File: config.mk
export PLATFORM = sky130hd
export DESIGN_NAME = rmc_sentence_field_extractor_unit
export DESIGN_NICKNAME = d
export VERILOG_FILES = /design/src/hdl/rmc_pkg.sv /design/src/hdl/rmc_token_parser.sv /design/src/hdl/rmc_sentence_field_extractor_unit.sv
export VERILOG_INCLUDE_DIRS = /design/src /design/src/hdl
export SDC_FILE = /design/constraint.sdc
export NUM_CORES = 1
export LEC_CHECK = 0
export ABC_AREA = 1
export ABC_CLOCK_PERIOD_IN_PS = 2800
export BUFFER_PORTS_ARGS = -buffer_cell sky130_fd_sc_hd__buf_2
export CAP_MARGIN = 20
export CORE_ASPECT_RATIO = 2
export CORE_MARGIN = 2
export CORE_UTILIZATION = 48
export DETAILED_ROUTE_END_ITERATION = 6
export GPL_TIMING_DRIVEN = 0
export PLACE_DENSITY = 0.72
export SYNTH_ARGS = -nofsm -noshare
export SYNTH_HDL_FRONTEND = slang
export SYNTH_HIERARCHICAL = 1
export SYNTH_SLANG_ARGS = --single-unit
File: constraint.sdc
create_clock -name i_clk -period 2.8 [get_ports i_clk]
set_input_delay 0.7 -clock i_clk [delete_from_list [all_inputs] [get_ports i_clk]]
set_output_delay 0.7 -clock i_clk [all_outputs]
set_load 0.1 [all_outputs]
File: src/hdl/rmc_sentence_field_extractor_unit_defines.svh
// Assertion macros shared by the sentence field extractor RTL.
// Included by the modules that carry concurrent checks; no other dependencies.
`ifndef RMC_SENTENCE_FIELD_EXTRACTOR_UNIT_DEFINES_SVH
`define RMC_SENTENCE_FIELD_EXTRACTOR_UNIT_DEFINES_SVH

// Same-cycle implication, checked at every rising edge outside reset.
`define RMC_ASSERT_SAME(label, ante, cons, msg) \
    label: assert property (@(posedge i_clk) disable iff (!i_rst_n) (ante) |-> (cons)) \
        else $error(msg);

// Next-cycle implication, checked at every rising edge outside reset.
`define RMC_ASSERT_NEXT(label, ante, cons, msg) \
    label: assert property (@(posedge i_clk) disable iff (!i_rst_n) (ante) |=> (cons)) \
        else $error(msg);

`endif

File: src/hdl/rmc_pkg.sv
// Shared types, constants and the field lookup for the sentence field extractor.
// No dependencies; imported by the parser core and the top level.
`default_nettype none

package rmc_pkg;

    // Character constants of the sentence format.
    localparam logic [7:0]  C_SEPARATOR    = 8'h2C;
    localparam logic [31:0] C_TAG_HEAD     = 32'h4750524D;
    localparam logic [7:0]  C_TAG_TAIL     = 8'h43;
    localparam logic [3:0]  C_LAST_ORDINAL = 4'd9;
    localparam logic [2:0]  C_TOKEN_SAT    = 3'd5;

    // Field numbers carried on the result channel.
    localparam logic [2:0] FIELD_TIME    = 3'd0;
    localparam logic [2:0] FIELD_LAT     = 3'd1;
    localparam logic [2:0] FIELD_LAT_DIR = 3'd2;
    localparam logic [2:0] FIELD_LON     = 3'd3;
    localparam logic [2:0] FIELD_LON_DIR = 3'd4;
    localparam logic [2:0] FIELD_SPEED   = 3'd5;
    localparam logic [2:0] FIELD_DATE    = 3'd6;

    // One result item plus its presence flag.
    typedef struct packed {
        logic       valid;
        logic [2:0] field_id;
        logic [7:0] field_byte;
        logic       byte_valid;
        logic       field_end;
    } t_result;

    // Field selection for one token ordinal.
    typedef struct packed {
        logic       hit;
        logic [2:0] id;
    } t_field_sel;

    // Maps a token ordinal after the tag token to its field, if it is captured.
    function automatic t_field_sel field_of(input logic [3:0] ordinal);
        t_field_sel sel;
        sel.hit = 1'b1;
        sel.id  = FIELD_TIME;
        case (ordinal)
            4'd1: sel.id = FIELD_TIME;
            4'd3: sel.id = FIELD_LAT;
            4'd4: sel.id = FIELD_LAT_DIR;
            4'd5: sel.id = FIELD_LON;
            4'd6: sel.id = FIELD_LON_DIR;
            4'd7: sel.id = FIELD_SPEED;
            4'd9: sel.id = FIELD_DATE;
            default: sel.hit = 1'b0;
        endcase
        return sel;
    endfunction

endpackage

`default_nettype wire

File: src/hdl/rmc_token_parser.sv
// Tokenizer and field selector: holds the parse state and forms at most one result per transfer.
// Depends on rmc_pkg and the assertion macro header.
`default_nettype none
`include "rmc_sentence_field_extractor_unit_defines.svh"

module rmc_token_parser
    import rmc_pkg::*;
(
    input  wire logic    i_clk,
    input  wire logic    i_rst_n,
    input  wire logic    i_accept,
    input  wire logic [7:0] i_char_byte,
    input  wire logic    i_last_of_buffer,
    output t_result      o_result
);

    // Parse mode codes; the unused code behaves as finished.
    localparam logic [1:0] MODE_SEARCH  = 2'd0;
    localparam logic [1:0] MODE_CAPTURE = 2'd1;
    localparam logic [1:0] MODE_DONE    = 2'd2;

    logic [1:0]  r_mode,    n_mode;
    logic [31:0] r_recent,  n_recent;
    logic [2:0]  r_count,   n_count;
    logic        r_tag,     n_tag;
    logic [3:0]  r_ordinal, n_ordinal;

    t_field_sel  w_sel;
    t_result     w_result;
    logic        w_is_sep;

    assign w_sel    = field_of(r_ordinal);
    assign w_is_sep = (i_char_byte == C_SEPARATOR);

    // Next state and result for the character in transfer.
    always_comb begin
        n_mode    = r_mode;
        n_recent  = r_recent;
        n_count   = r_count;
        n_tag     = r_tag;
        n_ordinal = r_ordinal;
        w_result  = '0;

        if (w_is_sep) begin
            // A separator closes a non-empty token; runs of commas do nothing.
            if (r_count != 3'd0) begin
                if (r_mode == MODE_SEARCH) begin
                    if (r_tag) begin
                        n_mode    = MODE_CAPTURE;
                        n_ordinal = 4'd1;
                    end
                end else if (r_mode == MODE_CAPTURE) begin
                    if (w_sel.hit) begin
                        w_result.valid     = 1'b1;
                        w_result.field_id  = w_sel.id;
                        w_result.field_end = 1'b1;
                    end
                    if (r_ordinal >= C_LAST_ORDINAL) begin
                        n_mode = MODE_DONE;
                    end else begin
                        n_ordinal = r_ordinal + 4'd1;
                    end
                end
            end
            n_recent = '0;
            n_count  = '0;
            n_tag    = 1'b0;
        end else begin
            // An ordinary character: forward it if its token is captured.
            if (r_mode == MODE_CAPTURE && w_sel.hit) begin
                w_result.valid      = 1'b1;
                w_result.field_id   = w_sel.id;
                w_result.field_byte = i_char_byte;
                w_result.byte_valid = 1'b1;
                w_result.field_end  = i_last_of_buffer;
            end
            if (r_count < C_TOKEN_SAT) begin
                n_count = r_count + 3'd1;
            end
            // Tag match: four held characters plus this one spell the tag.
            if (r_mode == MODE_SEARCH && n_count >= C_TOKEN_SAT &&
                r_recent == C_TAG_HEAD && i_char_byte == C_TAG_TAIL) begin
                n_tag = 1'b1;
            end
            n_recent = {r_recent[23:0], i_char_byte};
        end

        // The final character of a buffer returns the parser to searching.
        if (i_last_of_buffer) begin
            n_mode    = MODE_SEARCH;
            n_ordinal = '0;
            n_recent  = '0;
            n_count   = '0;
            n_tag     = 1'b0;
        end

        if (!i_accept) begin
            w_result.valid = 1'b0;
        end
    end

    assign o_result = w_result;

    // Parse state registers, updated on each input transfer.
    always_ff @(posedge i_clk) begin
        if (!i_rst_n) begin
            r_mode    <= MODE_SEARCH;
            r_recent  <= '0;
            r_count   <= '0;
            r_tag     <= 1'b0;
            r_ordinal <= '0;
        end else if (i_accept) begin
            r_mode    <= n_mode;
            r_recent  <= n_recent;
            r_count   <= n_count;
            r_tag     <= n_tag;
            r_ordinal <= n_ordinal;
        end
    end

    // Consistency of the parse state.
    `RMC_ASSERT_SAME(a_capture_ordinal, r_mode == MODE_CAPTURE,
        r_ordinal >= 4'd1 && r_ordinal <= C_LAST_ORDINAL, "capture ordinal out of range")
    `RMC_ASSERT_SAME(a_tag_count, r_tag, r_count == C_TOKEN_SAT && r_mode == MODE_SEARCH,
        "tag flag set on a short token or outside search")
    `RMC_ASSERT_SAME(a_result_mode, o_result.valid, r_mode == MODE_CAPTURE && i_accept,
        "result formed outside capture")

endmodule

`default_nettype wire

File: src/hdl/rmc_sentence_field_extractor_unit.sv
// Sentence field extractor: top level with input/output handshakes and a result skid stage.
// Depends on rmc_pkg, rmc_token_parser and the assertion macro header.
//
// Usage:
//   Characters of a sentence buffer enter on the input channel (i_in_valid /
//   o_in_ready), one per transfer, with i_last_of_buffer on the final one.
//   Captured field characters and end-of-field marks leave on the result
//   channel (o_out_valid / i_out_ready); a character produces zero or one
//   result.
//   Throughput: one character per cycle while the skid is empty. The parse state updates in the
//   cycle of the input transfer, so a new character may follow at once.
//   A result is registered into r_out, or into r_skid while output stalls.
//   Stall: an output register and a one-entry skid register hold results.
//   Input stays ready while the skid is empty, so characters keep being taken
//   after the receiver stops until one more result lands in the skid;
//   o_in_ready falls only when both are full.
//   Reset (synchronous, active low): parser returns to searching for the
//   tag token and both result registers are emptied.
`default_nettype none
`include "rmc_sentence_field_extractor_unit_defines.svh"

module rmc_sentence_field_extractor_unit
    import rmc_pkg::*;
(
    input  wire logic       i_clk,
    input  wire logic       i_rst_n,
    input  wire logic       i_in_valid,
    output logic            o_in_ready,
    input  wire logic [7:0] i_char_byte,
    input  wire logic       i_last_of_buffer,
    output logic            o_out_valid,
    input  wire logic       i_out_ready,
    output logic [2:0]      o_field_id,
    output logic [7:0]      o_field_byte,
    output logic            o_byte_valid,
    output logic            o_field_end
);

    logic     w_accept;
    logic     w_drain;
    t_result  w_new;
    t_result  r_out;
    t_result  r_skid;

    assign o_in_ready = !r_skid.valid;
    assign w_accept   = i_in_valid && o_in_ready;
    assign w_drain    = !r_out.valid || i_out_ready;

    // Parser core.
    rmc_token_parser u_parser (
        .i_clk            (i_clk),
        .i_rst_n          (i_rst_n),
        .i_accept         (w_accept),
        .i_char_byte      (i_char_byte),
        .i_last_of_buffer (i_last_of_buffer),
        .o_result         (w_new)
    );

    // Output register with skid: the skid catches a result while output stalls.
    always_ff @(posedge i_clk) begin
        if (!i_rst_n) begin
            r_out.valid  <= 1'b0;
            r_skid.valid <= 1'b0;
        end else if (w_drain) begin
            if (r_skid.valid) begin
                r_out  <= r_skid;
                r_skid <= w_new;
            end else begin
                r_out        <= w_new;
                r_skid.valid <= 1'b0;
            end
        end else if (w_new.valid) begin
            r_skid <= w_new;
        end
    end

    assign o_out_valid  = r_out.valid;
    assign o_field_id   = r_out.field_id;
    assign o_field_byte = r_out.field_byte;
    assign o_byte_valid = r_out.byte_valid;
    assign o_field_end  = r_out.field_end;

    // Skid stage ordering checks.
    `RMC_ASSERT_SAME(a_skid_behind_out, r_skid.valid, r_out.valid,
        "skid holds a result while output is empty")
    `RMC_ASSERT_NEXT(a_skid_holds, r_skid.valid && !i_out_ready, r_skid.valid,
        "skid result lost during stall")
    `RMC_ASSERT_NEXT(a_stall_to_skid, w_new.valid && !w_drain, r_skid.valid,
        "result during stall not caught by skid")

endmodule

`default_nettype wire
Word-level counts from Yosys, hierarchy flattened
Cells that the tools add are included.

Input port bits: 13. Memory bits (writable): 0. Memories kept: 0. Bits in latches: 0. Logic and storage cells: 99. Bits in read-only memories: 0. Register bits: 70. Output and inout port bits: 15.

$mul: 0. Divide/modulo/power cells: 0. Order comparisons: 3. Multiplexer cells: 43. Add/sub/neg operators: 2. Eq/ne operators: 14. Bitwise logic cells: 0. Shifts and indexed selects: 0. Reduce and logical (&&, ||, !) cells: 22.

Operator list (count): two-way mux 32 bit (2); two-way mux 14 bit (4); two-way mux 4 bit (12); == test 32 x 31 -> 1 bit, second input constant (1); case mux 3 bit (6 select lines) (1); == test 4 x 3 -> 1 bit, second input constant (4); two-way mux 2 bit (7); two-way mux 13 bit (1); two-way mux 3 bit (4); AND reduction 6 bit (2); nonzero test 3 bit (4); two-way mux 1 bit (11); two-way mux 9 bit (1); == test 8 x 6 -> 1 bit, second input constant (1); == test 8 x 7 -> 1 bit, second input constant (1); OR reduction 7 bit (1); nonzero test 2 bit (3); logical AND 1 bit (5); adder 4 x 1 -> 4 bit, second input constant (1); == test 4 x 1 -> 1 bit, second input constant (1); == test 4 x 2 -> 1 bit, second input constant (1); == test 4 bit, second input constant (1); >= comparator 4 bit, second input constant (1); AND reduction 2 bit (2); other kinds (11) (12).

Logic depth before layout (Yosys ltp)
Word-level depth: 11. Mapped depth: 11. Gate-level depth less buffers: 10.

By module
Netlist, hierarchy kept.

By module, submodules not included: rmc_token_parser (cells an instance 333, area each 2167.1 sq um, instances 1, seq. area each 840.8 sq um); rmc_sentence_field_extractor_unit (cells an instance 87, area each 1093.5 sq um, instances 1, seq. area each 820.8 sq um).

Least setup slack after synthesis
Ideal clock, no wire load.

Kind: input-to-reg. From: in i_in_valid. To: reg r_skid[0] (netlist bit), enable pin. Buffers on the path: 1. Arrival: 2047 ps. Slack: 371 ps. Stages on the path: 7. Cells stage by stage: inv_1 nor2_1 inv_2 clkbuf_1 nor2_1 nor2_1 nor2_1.

RTL lines: from (decl) (line rmc_sentence_field_extractor_unit.sv:27) `input wire logic i_in_valid,`; to (signal assigned) (line rmc_sentence_field_extractor_unit.sv:67) `r_skid <= w_new;`; to (signal assigned) (line rmc_sentence_field_extractor_unit.sv:73) `r_skid <= w_new;`; to (decl) (line rmc_sentence_field_extractor_unit.sv:43) `t_result r_skid;`.

==> metrics.yaml <==
syn_nets: 439
grt_overflow: 0
setup-violations-final: 0
fin_worst_skew_ns: 0.00500
holdCritPathClass: "register to register"
cp.arrival_ns: 2.54
clkTransAtPathRegs_ns: 0.06
antenna_found_initial: 0
synth-edff-count: 26
ir_drop_mv: 0.547
rsz0062_at_grt: "false"
clock_sinks: 70
syn_area_um2: 3260
clk_latency_ns: 0.33
layout_commonest_cell: "nand2_1"
cts_buffers: 9
antenna_left: 0
num_vias: 2805
cts-root-buf: "clkbuf_16"
p_total_mw: 2.43
synthSimpleGateAreaFrac_pct: 29.9
wl_um: 7160
leakage_nw: 1.56
synth_compound_area_share_pct: 8.56
grt_max_degree: 14
finalCritPeriodShare_pct: 92.0
ys_ff_latch: 70
nNetsFinal: 478
wire_per_inst_um: 13.0
grt_pass1_wl_um: 12100
period_needed_ns: 2.58
yosysSeqAreaShare_pct: 51.0
p_per_area_nw_per_um2: 635
hpwl_um: 5400
drc_errors: 0
die_area_um2: 7510
most-common-layout-cells: "121 x nand2_1, 47 x nand3_1, 45 x a21oi_1"
finalHoldViolations: 0
max_cap_viol_count: 0
gp_congestion: 0.870
io_pins: 28
layout_setup_ws_ns: 0.225
path_buf_inv: 4
grtUsageTotal_pct: 20.8
max_slew_margin_pct: 57.2
crit_required_ns: 2.76
drt_iter0_drc: 132
yosys.cell_types.count: 28
muxShareOfSynthArea_pct: 0
yosysWarningCount: 6
start_util_pct: 49.2
startpoint_type: "register"
cpPeakStageDelay_ns: 0.52
path_max_fanout: 13
grt_pass1_vias: 2720
vias_per_cell: 5.08
htree_levels: 3
drv_slew: 0
worst_slew_pin_slew_ns: 0.642
place_ws_ns: -0.297
die_w_um: 62.3
rows: 42
layout-drive-gt1-share_pct: 14.0
synthAdderAreaFrac_pct: 2.30
firstDrtPassIters: 4
core_area_um2: 6620
avgSynthCellArea_um2: 7.76
port-buffer-count: 27
cp-end-kind: "register"
diodes: 0
fmax_mhz: 388
synth_flop_cell: "dfxtp_1"
cpMaxStageDelayCell: "nor2_2"
path_class: "register to register"
synth_xor_area_share_pct: 0.269
clk_path_buf_depth: 2
holdBufCountCts: 0
async_reset_ff_share_pct: 0
synth_top_family_by_area: "simple AND/OR/NAND/NOR gates"
status: "completed"
die_y_um: 121
cpLargestDelayFamily: "simple AND/OR/NAND/NOR gates"
area_delta_synth_final_pct: 17.5
n_fill_cell: 614
cts_tree: "built"
path_cells: "buf_6 -> buf_6 -> nor2_1 -> inv_2 -> clkbuf_1 -> nor2_1 -> nor2_1 -> nor2_2"
path_common_cell: "nor2_1"
syn_inst: 420
[layer usage]
layer / up-vias / part of all wire (%) / global-route usage (%)
li1: 1440 / - / -
met1: 1279 / 37 / 19.7
met2: 66 / 56 / 39.5
met3: 20 / 3.0 / 3.44
met4: 0 / 4.1 / 14.6
met5: - / 0 / 0
[power by group]
part	internal [mW]	switching, mW
sequential	1.07	0.00909
clock	0.781	0.414
combinational	0.0354	0.128
[metrics by stage]
step	util [%]	instances	hold WS [ns]	setup TNS, ns	instance area, um2
2_1_floorplan	-	420	0.433	0	3260
6_report	57.9	552	0.465	0	3830
3_3_place_gp	52.9	535	0.454	-3.35	3510
3_5_place_dp	53.1	536	0.456	-3.85	3510
5_1_grt	57.9	552	0.482	0	3830
4_1_cts	57.9	552	0.465	0	3830
[cell families (layout without fill, tap and decap cells)]
group,Yosys count,after routing
simple gates,230,230
fa+ha+maj,6,6
xor+xnor,1,1
flops,70,70
buf+inv,59,103
compound gates,54,54
[worst register-to-register path: stages (launching register included)]
cell	delay, ns
dfxtp_1	0.30
buf_6	0.14
buf_6	0.14
nor2_1	0.29
inv_2	0.18
clkbuf_1	0.29
nor2_1	0.27
nor2_1	0.09
nor2_2	0.52
[synthesized netlist by cell type (3+ instances only)]
library cell  instances  area, um2
o21ai_0               5       25.0
nand3_1              47        235
a21oi_1              45        225
clkbuf_1              6       22.5
nor3_1                3       15.0
buf_2                 6       30.0
nor2_1               45        169
ha_1                  6       75.1
nand2_2               5       31.3
edfxtp_1             26        781
nand2_1             121        454
inv_1                40        150
dfxtp_1              44        881
[state kept, by name (all words and copies together) (netlist names)]
signal / cells
u_parser/r_ordinal: 4
u_parser/r_recent: 32
o_field_id: 3
u_parser/r_count: 3
o_field_byte: 8
o_out_valid: 1
o_field_end: 1
u_parser/r_tag: 1
o_byte_valid: 1
r_skid: 14
u_parser/r_mode: 2
[cell type report]
type,instances,area (um2),share of cell area (%)
Clock inverter,5,83.8,2.19
Timing Repair Buffer,28,143,3.72
Clock buffer,11,233,6.07
Buffer,16,93.8,2.45
Multi-Input combinational cell,291,1340,34.9
Sequential cell,70,1660,43.4
Tap cell,88,110,2.87
Inverter,43,169,4.41
[path summary, 6_finish.rpt]
kind                                            start                     to  slack, ns  depth (start not counted)
worst max-delay path                       r_skid[13]              r_skid[0]       0.22                          8
worst min register to register  u_parser/r_recent[24]  u_parser/r_recent[24]       0.46                          2
worst min-delay path            u_parser/r_recent[24]  u_parser/r_recent[24]       0.46                          2
worst max register to register             r_skid[13]              r_skid[0]       0.22                          8
[what timing repair did]
action	in CTS	in global routing
gates resized for setup	1	0
setup buffers	0	0
endpoints found under the setup margin	13	0
hold endpoints to repair	0	0
(Power assumes the default switching activity.)
